<file path="src/hdl/sbp_pkg.sv">
package sbp_pkg;

  localparam int unsigned ByteBits = 8;
  localparam int unsigned DescBits = 7;
  localparam int unsigned FillW    = 3;
  localparam int unsigned DescCntW = 3;

  typedef enum logic [5:0] {
    StIdle   = 6'b000001,
    StScan   = 6'b000010,
    StMag    = 6'b000100,
    StDesc   = 6'b001000,
    StFlushM = 6'b010000,
    StFlushD = 6'b100000
  } state_e;

  typedef enum logic {
    SelMag  = 1'b0,
    SelDesc = 1'b1
  } stream_e;

  typedef enum logic {
    CmdPack  = 1'b0,
    CmdFlush = 1'b1
  } cmd_e;

endpackage

</file>
<file path="src/hdl/significant_bit_packer.sv">
// Channel   Direction  Handshake               Payload
// request   in         in_valid_i / in_ready_o cmd_i, value_i
// result    out        out_valid_o/out_ready_i stream_sel_o, out_byte_o, last_o
//
// A pack request is accepted in the idle state; the shared one-bit shifter then runs the
// leading-zero scan (which ends in a step of its own) and shifts out the magnitude bits,
// and the seven descriptor bits are shifted out after them.
// A flush request passes through the magnitude-flush and descriptor-flush states.
// Every emitted byte waits in the single output register; a stalled output holds the
// sequencer on that step. Reset clears both accumulators and the output valid flag.
module significant_bit_packer
  import sbp_pkg::*;
#(
  parameter int unsigned VALUE_BITS = 32
) (
  input  logic        clk_i,
  input  logic        rst_ni,
  input  logic        in_valid_i,
  output logic        in_ready_o,
  input  logic        cmd_i,
  input  logic [31:0] value_i,
  output logic        out_valid_o,
  input  logic        out_ready_i,
  output logic        stream_sel_o,
  output logic [7:0]  out_byte_o,
  output logic        last_o
);

  localparam int unsigned CntW = $clog2(VALUE_BITS + 1);

  state_e state_q, state_d;

  logic [VALUE_BITS-1:0] mag_q, mag_d;
  logic [CntW-1:0]       cnt_q, cnt_d;
  logic                  neg_q, neg_d;
  logic [DescBits-1:0]   desc_q, desc_d;
  logic [DescCntW-1:0]   dcnt_q, dcnt_d;

  logic [ByteBits-1:0] mag_acc_q, mag_acc_d;
  logic [FillW-1:0]    mag_fill_q, mag_fill_d;
  logic [ByteBits-1:0] desc_acc_q, desc_acc_d;
  logic [FillW-1:0]    desc_fill_q, desc_fill_d;

  logic                out_vld_q, out_vld_d;
  logic                out_sel_q, out_sel_d;
  logic [ByteBits-1:0] out_byte_q, out_byte_d;
  logic                out_last_q, out_last_d;

  logic                  out_free;
  logic [VALUE_BITS-1:0] raw;
  logic                  raw_neg;
  logic [ByteBits-1:0]   mag_push, desc_push;
  logic [FillW-1:0]      mag_shamt, desc_shamt;

  assign out_free   = !out_vld_q || out_ready_i;
  assign raw        = value_i[VALUE_BITS-1:0];
  assign raw_neg    = raw[VALUE_BITS-1];
  assign mag_push   = {mag_acc_q[ByteBits-2:0], mag_q[VALUE_BITS-1]};
  assign desc_push  = {desc_acc_q[ByteBits-2:0], desc_q[DescBits-1]};
  // Left-justify a partial byte: shift by eight minus the fill, modulo eight.
  assign mag_shamt  = FillW'(4'd8 - {1'b0, mag_fill_q});
  assign desc_shamt = FillW'(4'd8 - {1'b0, desc_fill_q});

  always_comb begin
    state_d     = state_q;
    mag_d       = mag_q;
    cnt_d       = cnt_q;
    neg_d       = neg_q;
    desc_d      = desc_q;
    dcnt_d      = dcnt_q;
    mag_acc_d   = mag_acc_q;
    mag_fill_d  = mag_fill_q;
    desc_acc_d  = desc_acc_q;
    desc_fill_d = desc_fill_q;
    out_vld_d   = out_vld_q && !out_ready_i;
    out_sel_d   = out_sel_q;
    out_byte_d  = out_byte_q;
    out_last_d  = out_last_q;

    case (state_q)
      StIdle: begin
        if (in_valid_i) begin
          if (cmd_e'(cmd_i) == CmdFlush) begin
            state_d = StFlushM;
          end else begin
            neg_d   = raw_neg;
            mag_d   = raw_neg ? (~raw + VALUE_BITS'(1)) : raw;
            cnt_d   = CntW'(VALUE_BITS);
            state_d = StScan;
          end
        end
      end
      StScan: begin
        // Strip leading zeros, keeping at least one bit.
        if (cnt_q > CntW'(1) && !mag_q[VALUE_BITS-1]) begin
          mag_d = mag_q << 1;
          cnt_d = cnt_q - CntW'(1);
        end else begin
          desc_d  = {6'(cnt_q), neg_q};
          dcnt_d  = DescCntW'(DescBits);
          state_d = StMag;
        end
      end
      StMag: begin
        if (mag_fill_q != FillW'(ByteBits - 1) || out_free) begin
          if (mag_fill_q == FillW'(ByteBits - 1)) begin
            out_vld_d  = 1'b1;
            out_sel_d  = SelMag;
            out_byte_d = mag_push;
            // No later byte of this request when fewer than eight bits remain and
            // the descriptor cannot complete a byte either.
            out_last_d = (cnt_q <= CntW'(ByteBits)) && (desc_fill_q == '0);
            mag_acc_d  = '0;
            mag_fill_d = '0;
          end else begin
            mag_acc_d  = mag_push;
            mag_fill_d = mag_fill_q + FillW'(1);
          end
          mag_d = mag_q << 1;
          cnt_d = cnt_q - CntW'(1);
          if (cnt_q == CntW'(1)) begin
            state_d = StDesc;
          end
        end
      end
      StDesc: begin
        if (desc_fill_q != FillW'(ByteBits - 1) || out_free) begin
          if (desc_fill_q == FillW'(ByteBits - 1)) begin
            out_vld_d   = 1'b1;
            out_sel_d   = SelDesc;
            out_byte_d  = desc_push;
            out_last_d  = 1'b1;
            desc_acc_d  = '0;
            desc_fill_d = '0;
          end else begin
            desc_acc_d  = desc_push;
            desc_fill_d = desc_fill_q + FillW'(1);
          end
          desc_d = desc_q << 1;
          dcnt_d = dcnt_q - DescCntW'(1);
          if (dcnt_q == DescCntW'(1)) begin
            state_d = StIdle;
          end
        end
      end
      StFlushM: begin
        if (mag_fill_q == '0) begin
          state_d = StFlushD;
        end else if (out_free) begin
          out_vld_d  = 1'b1;
          out_sel_d  = SelMag;
          out_byte_d = mag_acc_q << mag_shamt;
          out_last_d = (desc_fill_q == '0);
          mag_acc_d  = '0;
          mag_fill_d = '0;
          state_d    = StFlushD;
        end
      end
      StFlushD: begin
        if (desc_fill_q == '0) begin
          state_d = StIdle;
        end else if (out_free) begin
          out_vld_d   = 1'b1;
          out_sel_d   = SelDesc;
          out_byte_d  = desc_acc_q << desc_shamt;
          out_last_d  = 1'b1;
          desc_acc_d  = '0;
          desc_fill_d = '0;
          state_d     = StIdle;
        end
      end
      default: begin
        state_d = StIdle;
      end
    endcase
  end

  always_ff @(posedge clk_i or negedge rst_ni) begin
    if (!rst_ni) begin
      state_q     <= StIdle;
      mag_acc_q   <= '0;
      mag_fill_q  <= '0;
      desc_acc_q  <= '0;
      desc_fill_q <= '0;
      out_vld_q   <= 1'b0;
    end else begin
      state_q     <= state_d;
      mag_acc_q   <= mag_acc_d;
      mag_fill_q  <= mag_fill_d;
      desc_acc_q  <= desc_acc_d;
      desc_fill_q <= desc_fill_d;
      out_vld_q   <= out_vld_d;
    end
  end

  always_ff @(posedge clk_i) begin
    mag_q      <= mag_d;
    cnt_q      <= cnt_d;
    neg_q      <= neg_d;
    desc_q     <= desc_d;
    dcnt_q     <= dcnt_d;
    out_sel_q  <= out_sel_d;
    out_byte_q <= out_byte_d;
    out_last_q <= out_last_d;
  end

  assign in_ready_o   = (state_q == StIdle);
  assign out_valid_o  = out_vld_q;
  assign stream_sel_o = out_sel_q;
  assign out_byte_o   = out_byte_q;
  assign last_o       = out_last_q;

endmodule
</file>
<file path="config.mk">
export PLATFORM = sky130hd
export DESIGN_NAME = significant_bit_packer
export DESIGN_NICKNAME = d
export VERILOG_FILES = /design/src/hdl/sbp_pkg.sv /design/src/hdl/significant_bit_packer.sv
export SDC_FILE = /design/constraint.sdc
export NUM_CORES = 1
export LEC_CHECK = 0
export BUFFER_PORTS_ARGS = -buffer_cell sky130_fd_sc_hd__buf_4
export CAP_MARGIN = 20
export CORE_MARGIN = 5
export CORE_UTILIZATION = 60
export DETAILED_ROUTE_END_ITERATION = 10
export PLACE_DENSITY = 0.78
export SYNTH_ARGS = -nofsm -noshare
export SYNTH_HDL_FRONTEND = slang
export SYNTH_SLANG_ARGS = --single-unit
</file>
<file path="constraint.sdc">
create_clock -name clk_i -period 5.5 [get_ports clk_i]
set_input_delay 0.275 -clock clk_i [delete_from_list [all_inputs] [get_ports clk_i]]
set_output_delay 0.275 -clock clk_i [all_outputs]
set_load 0.01 [all_outputs]
</file>
Word level (Yosys, flattened, before mapping). Cells that the tools add are included.

Shift operators: 2. Reductions and logical operators: 23. Div/mod/pow operators: 0. Multiply operators: 0. Magnitude comparators: 2. Add/subtract/negate cells: 7. Muxes and demuxes: 78. Equality and inequality tests: 28. Bitwise operators: 2.

Operators by type and width (number): $mux W32 (5); $mux W8 (15); $pmux W32 S3 (1); $mux W6 (14); $pmux W6 S6 (1); $add A32 B1 Y32 const B (1); $not A32 Y32 (1); $pmux W8 S2 (2); $pmux W8 S4 (1); $ne A2 B2 Y1 const B (14); $mux W3 (9); $mux W1 (19); $pmux W3 S2 (3); $pmux W6 S3 (1); $shl A8 B3 Y8 (2); $mux W7 (2); $pmux W7 S2 (1); $eq A6 B1 Y1 const B (2); $ne A3 B3 Y1 const B (4); $pmux W1 S4 (3); $reduce_and A9 Y1 (1); $reduce_and A4 Y1 (2); $reduce_and A8 Y1 (1); $add A3 B1 Y3 const B (2); 23 further kinds (35).

Memories kept: 0. Latch bits: 0. Register bits after elaboration: 88. RAM bits: 0. ROM bits: 0.

Longest topological paths before layout. Gate-level depths: netlist of run 1.

Depth after elaboration: 6. Mapped depth: 9. Gate-level depth less buffers: 8.

Worst setup path after synthesis of run 1. Ideal clock, no wire load.

Kind: register -> register. From: register state_q[5]. To: register cnt_q[0], enable pin. Setup time: 0.446 ns. Arrival time: 3.601 ns. Cell stages (with the launch flop): 6. Period minus slack after synthesis: 4.047 ns. Path slack: 1.453 ns. Required time: 5.054 ns. Path through: dfrtp_1 -> buf_2 -> or4_1 -> nor3b_1 -> nand3b_1 -> a21oi_1.

Longest elaborated chain between the ends: 3.

RTL lines: start: declaration (line significant_bit_packer.sv:31) `state_e state_q, state_d;`; start signal: assignment (line significant_bit_packer.sv:180) `state_q <= StIdle;`; start signal: assignment (line significant_bit_packer.sv:187) `state_q <= state_d;`; $eq A6 B1 Y1 (*); via in_ready_o (line significant_bit_packer.sv:19) `output logic in_ready_o,`; $ne A2 B2 Y1 (no source line) / $reduce_bool A3 Y1 (equally long branches); $reduce_and A5 Y1 (no source line) (*); end signal: assignment (line significant_bit_packer.sv:198) `cnt_q <= cnt_d;`; end: declaration (line significant_bit_packer.sv:34) `logic [CntW-1:0] cnt_q, cnt_d;`.

The timed path passes the listed nets; every way through them passes the cells marked *. A chain may end at the register's enable or synchronous reset.

Worst setup path in the final report of run 1.
From: register state_q[3]. To: register mag_q[11], enable pin.

Longest elaborated chain between the ends: 3.

RTL lines: $eq A6 B2 Y1 (tied with other cells) (line significant_bit_packer.sv:80) `case (state_q)`; $ne A2 B2 Y1 (no source line) / $reduce_bool A3 Y1 (equally long branches); $reduce_and A5 Y1 (no source line) (*); end signal: assignment (line significant_bit_packer.sv:197) `mag_q <= mag_d;`; end: declaration (line significant_bit_packer.sv:33) `logic [VALUE_BITS-1:0] mag_q, mag_d;`.

Mark *: on every way between the ends. The rest lies on a longest branch, timed or not.

==> results_dict.tcl, run 1 <==
set metrics [dict create \
    yosysSeqAreaShare_pct 48.5 \
    synth_top_area_share_pct 34.4 \
    dieHeight_um 103 \
    overflow 0 \
    cts-root-buf "clkbuf_8" \
    dp_hpwl_mm 8.08 \
    critPathLaunchType "flop" \
    yosys_warnings 0 \
    synthCells 492 \
    crit_start "state_q[3]" \
    grt_pass1_vias 3872 \
    setup_viol 0 \
    clk_pin_slew_worst_paths_ns 0.08 \
    vias 4020 \
    comb_power_share_pct 32.0 \
    hold_viol_final 0 \
    drtIter0Drc 304 \
    wl_per_cell_um 17.5 \
    layout.nets 578 \
    hold_class "in2reg" \
    die_w_um 103 \
    pin_count 49 \
    synth_fa_ha_area_share_pct 3.16 \
    antennaDiodeCount 0 \
    fin_setup_tns_ns 0 \
    slew_viol_final 0 \
    antenna_found_initial 0 \
    finalPower_uw 2230 \
    dieArea_mm2 0.0105 \
    synth.mux.area_fraction_pct 6.03 \
    place.gp.congestion 0.924 \
    r2r-start "state_q[3]" \
    cts_buffers 9 \
    r2r_slack_ns 2.65 \
    synth_xor_xnor_area_share_pct 5.44 \
    crit_type "reg2reg" \
    clk_latency_ns 0.36 \
    endpoint "mag_q[11]" \
    synth.top_cells.by_count "nand2_1 (60), edfxtp_1 (59), o21ai_0 (44), dfrtp_1 (28)" \
    numPortBuffers 48 \
    netlist_top_cells_area "edfxtp_1 (34%), dfrtp_1 (14%), xor2_1 (4.6%)" \
    p_switching_uw 753 \
    routed_wl_mm 11.2 \
    cp.required_ns 5.55 \
    slowest_delay_ns 0.54 \
    start_util_pct 62.0 \
    cts.sinks 88 \
    yosys.area_share.simple_pct 15.8 \
    worstPathMaxFanout 24 \
    antenna_left 0 \
    sequentialPowerShare_pct 45.8 \
    p_leak_uw 0.00224 \
    p_sw_share_pct 33.8 \
    firstDrtPassIters 5 \
    max_slew_margin_pct 39.3 \
    ys_ff_latch 88 \
    synthArstFlopShare_pct 33.0 \
    tightest_slew_ns 0.910 \
    r2r-end "mag_q[11]" \
    cts_max_path_buffers 2 \
    power.internal_uw 1480 \
    layout-drive-gt1-share_pct 17.1 \
    status "finished, final reports clean" \
    yosys.cell_count.top_type "nand2_1" \
    synth_top_family_by_area "compound AO/OA/AOI/OAI gates" \
    coreArea_mm2 0.00830 \
    slowest_stage "or4_1" \
    area_growth_pct 13.1 \
    synthFlopType "edfxtp_1" \
    vias_per_cell 6.30 \
    power_density_mw_per_mm2 383 \
    cts_tree "built" \
    rsz0062_at_grt "no" \
    ff2ff_path_depth 5 \
    synth_compound_area_share_pct 17.7 \
    ir_drop_uv 221 \
    finalClockSkew_ns 0.0144 \
    crit_chain "or4_1 -> nor3b_1 -> nand3b_1 -> a21oi_4 -> buf_16" \
    synth.avg_cell_area_um2 10.5 \
    cp-end-kind "flop" \
    syn_nets 542 \
    grt_pass1_wl_mm 18.5 \
    synth_top_area_cell "edfxtp_1" \
    period_needed_ns 2.85 \
    clkPwrFrac_pct 22.2 \
    max_clock_freq_mhz 350 \
    min_period_over_period_pct 51.9 \
    max-cap-violations 0 \
    grt_max_degree 52 \
    syn-cell-area_mm2 0.00515 \
    synth.distinct_cells 65 \
    rows 33 \
    remaining_drc_errors 0 \
    cts_max_level 3 \
    gr-usage-all-layers_pct 22.2 \
    crit_arrival_ns 2.91 \
    synth_edf_count 59 \
]
[flip-flops by register name, summed over array words and instances, names as in the netlist]
register and count:
cnt_q 6, dcnt_q 3, desc_acc_q 8, desc_fill_q 3
desc_q 7, last_o 1, mag_acc_q 8, mag_fill_q 3
mag_q 32, neg_q 1, out_byte_o 8, out_valid_o 1
state_q 6, stream_sel_o 1
[worst min path at each step]
stage | end | slack, ns | from | cells past startpoint
floorplan | desc_acc_q[0] | -0.02 | rst_ni | 0
global placement | mag_acc_q[4] | 0.21 | rst_ni | 1
detailed placement | mag_acc_q[5] | 0.22 | rst_ni | 1
CTS | state_q[4] | 0.19 | cmd_i | 2
global route | state_q[4] | 0.19 | cmd_i | 2
finish | state_q[4] | 0.21 | cmd_i | 2
[critical path, delay by kind of cell, from the launching register on]
family,cells,cell delay [ns]
AOI/OAI and AO/OA,1,0.54
and+or+nand+nor,3,1.30
DFF,1,0.45
buffers and inverters,1,0.25
[metrics by stage]
stage	setup WS [ns]	utilization [%]	area [µm²]	cells	hold slack (ns)
3_5_place_dp	2.67	67.3	5590	621	0.223
5_1_grt	2.47	70.2	5820	638	0.189
3_3_place_gp	2.51	67.0	5560	620	0.210
6_report	2.65	70.2	5820	638	0.208
2_1_floorplan	1.45	-	5150	492	-0.0206
4_1_cts	2.67	70.2	5820	638	0.188
[routing by layer]
metal	share of wire, %	global-route usage [%]	vias up
met5	0	0	-
met4	1.4	6.36	0
met3	5.9	4.53	21
met2	49	36.4	134
met1	44	30.0	1944
li1	-	-	1921
[power by group through the flow]
stage	sequential (µW)	combinational, µW	clock (µW)
floorplan	1000	501	0
global placement	1030	661	0
detailed placement	1040	704	0
CTS	1020	710	506
global route	1040	781	535
finish	1020	713	494
[cell usage in the layout, fill, tap and decap left out, types with 3 or more instances in the layout]
master / netlist / final
a211oi_1: 6 / 6
a21oi_1: 19 / 18
a22o_1: 18 / 18
a22oi_1: 4 / 4
and3_1: 3 / 3
buf_4: 0 / 50
clkbuf_8: 0 / 9
dfrtp_1: 28 / 28
edfxtp_1: 59 / 59
ha_1: 13 / 13
inv_1: 16 / 16
mux2_2: 4 / 4
mux2i_1: 13 / 13
mux4_2: 6 / 6
nand2_1: 60 / 60
nand2b_1: 7 / 7
nand3_1: 7 / 7
nand3b_1: 3 / 3
nand4b_1: 3 / 3
nor2_1: 27 / 27
nor2b_1: 5 / 5
nor3_1: 7 / 6
nor4_1: 11 / 11
o21ai_0: 44 / 44
o31ai_1: 11 / 11
o41ai_1: 5 / 5
or2_2: 3 / 3
or3_1: 6 / 6
or4_1: 3 / 3
xnor2_1: 5 / 5
xor2_1: 27 / 27
[what timing repair did]
item                                    in CTS  in global routing
hold buffers                                 1                  0
endpoints found under the setup margin       0                  0
gates resized for setup                      0                  0
endpoints found under the hold margin       28                  0
buffers inserted                             0                  0
[final cells by class]
cell class	count	area, µm²
Multi-Input combinational cell	361	2490
Clock buffer	12	178
Clock inverter	4	47.5
Timing Repair Buffer	52	413
Fill cell	611	2480
Sequential cell	88	2500
Inverter	16	60.1
Tap cell	105	131
[logic make-up after synthesis]
family	Yosys count
xor+xnor	32
fa+ha+maj	13
compound gates	133
mux	23
buf+inv	43
flops	88
simple gates	160
No activity file was read; power rests on OpenSTA's default activity.
==> inputs of run 2 (changes only) <==
--- a/config.mk
+++ b/config.mk
@@ -5,12 +5,13 @@
 export SDC_FILE = /design/constraint.sdc
 export NUM_CORES = 1
 export LEC_CHECK = 0
+export ABC_AREA = 1
 export BUFFER_PORTS_ARGS = -buffer_cell sky130_fd_sc_hd__buf_4
 export CAP_MARGIN = 20
 export CORE_MARGIN = 5
-export CORE_UTILIZATION = 60
+export CORE_UTILIZATION = 54
 export DETAILED_ROUTE_END_ITERATION = 10
-export PLACE_DENSITY = 0.78
+export PLACE_DENSITY = 0.73
 export SYNTH_ARGS = -nofsm -noshare
 export SYNTH_HDL_FRONTEND = slang
 export SYNTH_SLANG_ARGS = --single-unit
==> constraint.sdc (replaced) <==
create_clock -name clk_i -period 2.6 [get_ports clk_i]
set_input_delay 0.13 -clock clk_i [delete_from_list [all_inputs] [get_ports clk_i]]
set_output_delay 0.13 -clock clk_i [all_outputs]
set_load 0.01 [all_outputs]
==> results_dict.tcl, run 2 <==
set metrics [dict create \
    rows 36 \
    dieHeight_um 111 \
    min_to "state_q[1]" \
    grt_pass1_wl_mm 22.2 \
    syn_nets 762 \
    synth_edf_count 59 \
    layout.nets 813 \
    hold_viol_final 0 \
    r2r-end "mag_q[16]" \
    place.gp.congestion 0.915 \
    cts-root-buf "clkbuf_8" \
    vias 4825 \
    synth.top_cells.by_count "nand2_1 (208), inv_1 (83), nor2_1 (77), o21ai_0 (64), nand3_1 (63)" \
    crit_type "reg2reg" \
    firstDrtPassIters 5 \
    post-route-util_pct 62.9 \
    ys_ff_latch 88 \
    status "finished, final reports clean" \
    grt_use_met1_pct 25.8 \
    hold_class "in2reg" \
    max-cap-violations 0 \
    grt_max_degree 48 \
    met3_usage_pct 4.32 \
    clkPwrFrac_pct 15.0 \
    antenna_found_initial 0 \
    finalNonFillerCells 901 \
    antenna_left 0 \
    power.internal_uw 3610 \
    yosysSeqAreaShare_pct 45.8 \
    grt_pass1_vias 4813 \
    finalClockSkew_ns 0.0174 \
    die_w_um 111 \
    netlist_top_cells_area "edfxtp_1 (32%), nand2_1 (14%), dfrtp_1 (13%)" \
    synthFlopType "edfxtp_1" \
    synthCells 712 \
    cts_max_path_buffers 2 \
    yosys.cell_count.top_type "nand2_1" \
    clk_pin_slew_worst_paths_ns 0.08 \
    sequentialPowerShare_pct 42.7 \
    rsz0062_at_grt "no" \
    gr-usage-all-layers_pct 21.9 \
    p_switching_uw 2530 \
    min_period_over_period_pct 87.4 \
    cts.sinks 88 \
    cts_resized 0 \
    synth.avg_cell_area_um2 7.67 \
    final_common_cell "nand2_1" \
    p_sw_share_pct 41.2 \
    clk_latency_ns 0.37 \
    largest_reg_flops 32 \
    remaining_drc_errors 0 \
    overflow 0 \
    worst_hold_startpoint "cmd_i" \
    ir_drop_uv 586 \
    numPortBuffers 48 \
    regMostFlops "mag_q" \
    fin_setup_tns_ns 0 \
    cts_buffers 9 \
    comb_power_share_pct 42.3 \
    ff2ff_path_depth 8 \
    syn-cell-area_mm2 0.00546 \
    setup_viol 0 \
    tightest_slew_ns 0.681 \
    hold_depth 4 \
    coreArea_mm2 0.00982 \
    drtIter0Drc 181 \
    place_inst 884 \
    period_needed_ns 2.27 \
    dieArea_mm2 0.0122 \
    worstPathMaxFanout 37 \
    synth.distinct_cells 37 \
    cts_max_level 3 \
    final_cell_mix "nand2_1 (208), inv_1 (83), nor2_1 (77)" \
    grt.met2_usage_pct 39.0 \
    wl_per_cell_um 14.5 \
    start_util_pct 55.6 \
    synth_top_area_share_pct 32.5 \
    grt_busiest_layer "met2" \
    max_slew_margin_pct 54.1 \
    routed_wl_mm 13.1 \
    r2r_slack_ns 0.33 \
    pin_count 49 \
    crit_arrival_ns 2.33 \
    area_growth_pct 13.2 \
    layout-drive-gt1-share_pct 11.3 \
    max_clock_freq_mhz 440 \
    yosys_warnings 0 \
    cts_tree "built" \
    slew_viol_final 0 \
    dp_hpwl_mm 10.1 \
    critPathLaunchType "flop" \
    power_density_mw_per_mm2 993 \
    vias_per_cell 5.36 \
    cp-end-kind "flop" \
    antennaDiodeCount 0 \
    synth_top_area_cell "edfxtp_1" \
    cp.required_ns 2.65 \
    synthArstFlopShare_pct 33.0 \
    p_leak_uw 0.00276 \
    r2r-start "mag_fill_q[0]" \
]
[run 2: power groups by stage]
stage	clock network, µW	registers (µW)	logic, µW
final	918	2620	2600
after global routing	1000	2700	2950
after CTS	936	2630	2600
after detailed placement	0	2660	2580
after global placement	0	2630	2560
after floorplan	0	2580	1850
[run 2: per-layer routing]
metal  vias to the layer above  wire length [µm]
met3                        30               527
met5                         -                 0
li1                       2465                 -
met4                         0               375
met2                       118              6690
met1                      2212              5510
[run 2: final cells by class]
type,instances,area (µm²)
tap,133,166
clock buffer,10,128
timing repair buffer,57,443
fill,911,3640
inverter,86,323
clock inverter,6,60.1
sequential,88,2500
multi-input combinational,521,2560
[run 2: stage by stage]
step	hold slack (ns)	worst slack, ns	instance area (µm²)	power (µW)
floorplan	-0.166	0.0196	5470	4430
global placement	0.0666	0.388	5980	5190
detailed placement	0.0838	0.361	5980	5240
CTS	0.0627	0.333	6180	6170
global route	0.0802	0.0880	6180	6650
finish	0.0667	0.328	6180	6140
[run 2: cell families (layout without fill, tap and decap cells)]
kind of cell	after synthesis	count (layout)	share of synthesized area, %
adder cells (fa/ha/maj)	13	13	2.98
buffers and inverters	103	159	7.54
AO/OA/AOI/OAI	104	104	10.3
multiplexers	2	2	0.367
AND/OR/NAND/NOR	388	388	30.8
XOR/XNOR	14	14	2.25
flip-flops	88	88	45.8
[run 2: worst max-delay path, cell delays in order (launching register included)]
cell	delay, ns
dfrtp_1	0.55
ha_1	0.28
ha_1	0.19
inv_1	0.07
nor2_1	0.05
nand2_1	0.14
nand3_1	0.14
nor3b_4	0.27
buf_12	0.27
[run 2: worst max path at each step]
stage | cells after the start | end | slack, ns | startpoint
CTS | 8 | mag_q[1] | 0.33 | mag_fill_q[0]
global route | 6 | out_byte_o[2] | 0.09 | mag_fill_q[0]
global placement | 8 | mag_q[6] | 0.39 | mag_fill_q[0]
finish | 8 | mag_q[16] | 0.33 | mag_fill_q[0]
detailed placement | 8 | mag_q[6] | 0.36 | mag_fill_q[0]
floorplan | 7 | cnt_q[0] | 0.02 | mag_fill_q[0]
[run 2: what timing repair did]
item | in CTS | in global routing
buffers inserted | 0 | 0
endpoints found under the hold margin | 29 | 0
hold buffers | 1 | 0
==> inputs of run 3 (changes only) <==
--- a/config.mk
+++ b/config.mk
@@ -8,6 +8,7 @@
 export ABC_AREA = 1
 export BUFFER_PORTS_ARGS = -buffer_cell sky130_fd_sc_hd__buf_4
 export CAP_MARGIN = 20
+export CORE_ASPECT_RATIO = 0.5
 export CORE_MARGIN = 5
 export CORE_UTILIZATION = 54
 export DETAILED_ROUTE_END_ITERATION = 10
==> results_dict.tcl, run 3 (synthesis results as in run 2) <==
set metrics [dict create \
    status "finished, final reports clean" \
    final_common_cell "nand2_1" \
    multiInputGateArea_mm2 0.00256 \
    antennaDiodeCount 0 \
    worstPathMaxFanout 14 \
    hold_class "in2reg" \
    routed_wl_mm 12.5 \
    setup_viol 0 \
    finalNonFillerCells 904 \
    post-route-util_pct 65.3 \
    hold_depth 4 \
    rows 25 \
    finalClockSkew_ns 0.00648 \
    setup_ws_ns 0.442 \
    firstDrtPassIters 5 \
    largest_reg_flops 32 \
    grt_pass1_vias 4499 \
    gr-usage-all-layers_pct 21.1 \
    antenna_left 0 \
    fill_cells 861 \
    grt_pass1_wl_mm 21.1 \
    dieHeight_um 81.1 \
    clk_latency_ns 0.34 \
    p_leak_uw 0.00283 \
    start_util_pct 56.6 \
    area_growth_pct 15.2 \
    pre_cts_ws_ns 0.495 \
    max-cap-violations 0 \
    stdcell_area_mm2 0.00629 \
    rsz0062_at_grt "no" \
    crit_type "reg2reg" \
    critPathLaunchType "flop" \
    crit_arrival_ns 2.20 \
    crit_chain "inv_1 -> ha_1 -> ha_1 -> nand2_1 -> nand4_1 -> nor3_1 -> buf_4" \
    place.gp.congestion 0.896 \
    ff2ff_path_depth 7 \
    path_common_cell "ha_1" \
    cts_tree "built" \
    layout.nets 814 \
    dp_hpwl_mm 9.23 \
    ir_drop_uv 684 \
    cts_max_level 3 \
    max_slew_margin_pct 55.9 \
    period_needed_ns 2.16 \
    power_density_mw_per_mm2 1030 \
    drtIter0Drc 309 \
    tightest_slew_ns 0.654 \
    coreArea_mm2 0.00963 \
    vias_per_cell 5.28 \
    layout-drive-gt1-share_pct 11.6 \
    cp.required_ns 2.64 \
    regMostFlops "mag_q" \
    cts_setup_buffers 0 \
    dieArea_mm2 0.0123 \
    die_w_um 152 \
    cts_max_path_buffers 2 \
    cp-end-kind "flop" \
    clk_pin_slew_worst_paths_ns 0.06 \
    min_period_over_period_pct 83.0 \
    cts-root-buf "clkbuf_16" \
    numPortBuffers 48 \
    seqCellArea_mm2 0.00250 \
    cts.sinks 88 \
    pin_count 49 \
    fin_setup_tns_ns 0 \
    place_inst 887 \
    vias 4777 \
    grt_max_degree 48 \
    slew_viol_final 0 \
    slowest_stage "dfrtp_1" \
    max_clock_freq_mhz 463 \
    overflow 0 \
    final_cell_mix "nand2_1 (208), inv_1 (83), nor2_1 (77)" \
    hold_viol_final 0 \
    wl_per_cell_um 13.8 \
    post_dp_cell_area_mm2 0.00599 \
    cts_buffers 9 \
    slowest_delay_ns 0.55 \
    antenna_found_initial 0 \
    remaining_drc_errors 0 \
]
run 3: cell types whose count changed in the layout (fill, tap and decap cells not counted), sizes merged:
cell | before | now
buf | 56 | 57
clkinv | 4 | 6
clkinvlp | 3 | 0
inv | 84 | 85
run 3: power by group:
part           internal, µW  leakage [µW]  switching (µW)
Sequential             2310      0.000909             306
Clock                   740      0.000144             529
Combinational           871       0.00178            1730
run 3: per-layer routing:
| metal | wire [µm] | track usage [%] | part of all wire [%] |
|---|---|---|---|
| met5 | 0 | 0 | 0 |
| met4 | 138 | 5.56 | 1.1 |
| met3 | 826 | 4.90 | 6.6 |
| met2 | 5660 | 35.8 | 45 |
| met1 | 5830 | 27.9 | 47 |
run 3: timing repair:
item	CTS	global route
hold buffers	1	0
hold endpoints to repair	28	0
gates resized for setup	0	0
run 3: worst paths after layout:
| check | start | to | slack, ns |
|---|---|---|---|
| setup reg to reg | desc_fill_q[0] | out_byte_o[7] | 0.44 |
| setup / recovery | desc_fill_q[0] | out_byte_o[7] | 0.44 |
| min in group asynchronous | rst_ni | out_valid_o | 0.24 |
| hold / removal | in_valid_i | state_q[0] | 0.08 |
| max in group asynchronous | rst_ni | state_q[0] | 2.04 |
| hold reg to reg | mag_acc_q[7] | mag_acc_q[7] | 0.51 |
run 3: worst max-delay path, delay by kind of cell (launching register included):
family	cells	cell delay, ns
flops	1	0.55
fa+ha+maj	2	0.47
buf+inv	2	0.39
simple gates	3	0.45
run 3: per-stage QoR:
| stage | power [µW] | hold slack [ns] |
|---|---|---|
| floorplan | 4430 | -0.166 |
| global placement | 5180 | 0.0755 |
| detailed placement | 5220 | 0.0774 |
| CTS | 6510 | 0.0759 |
| global route | 6980 | 0.0852 |
| finish | 6490 | 0.0814 |
run 3: final cells by class:
type                    count  area share (%)
well taps                 135            2.69
multi-input cells         521            40.7
clock inverters             6           0.935
clock buffers              10            3.64
flip-flops and latches     88            39.7
repair buffers             58            7.16
inverters                  86            5.13
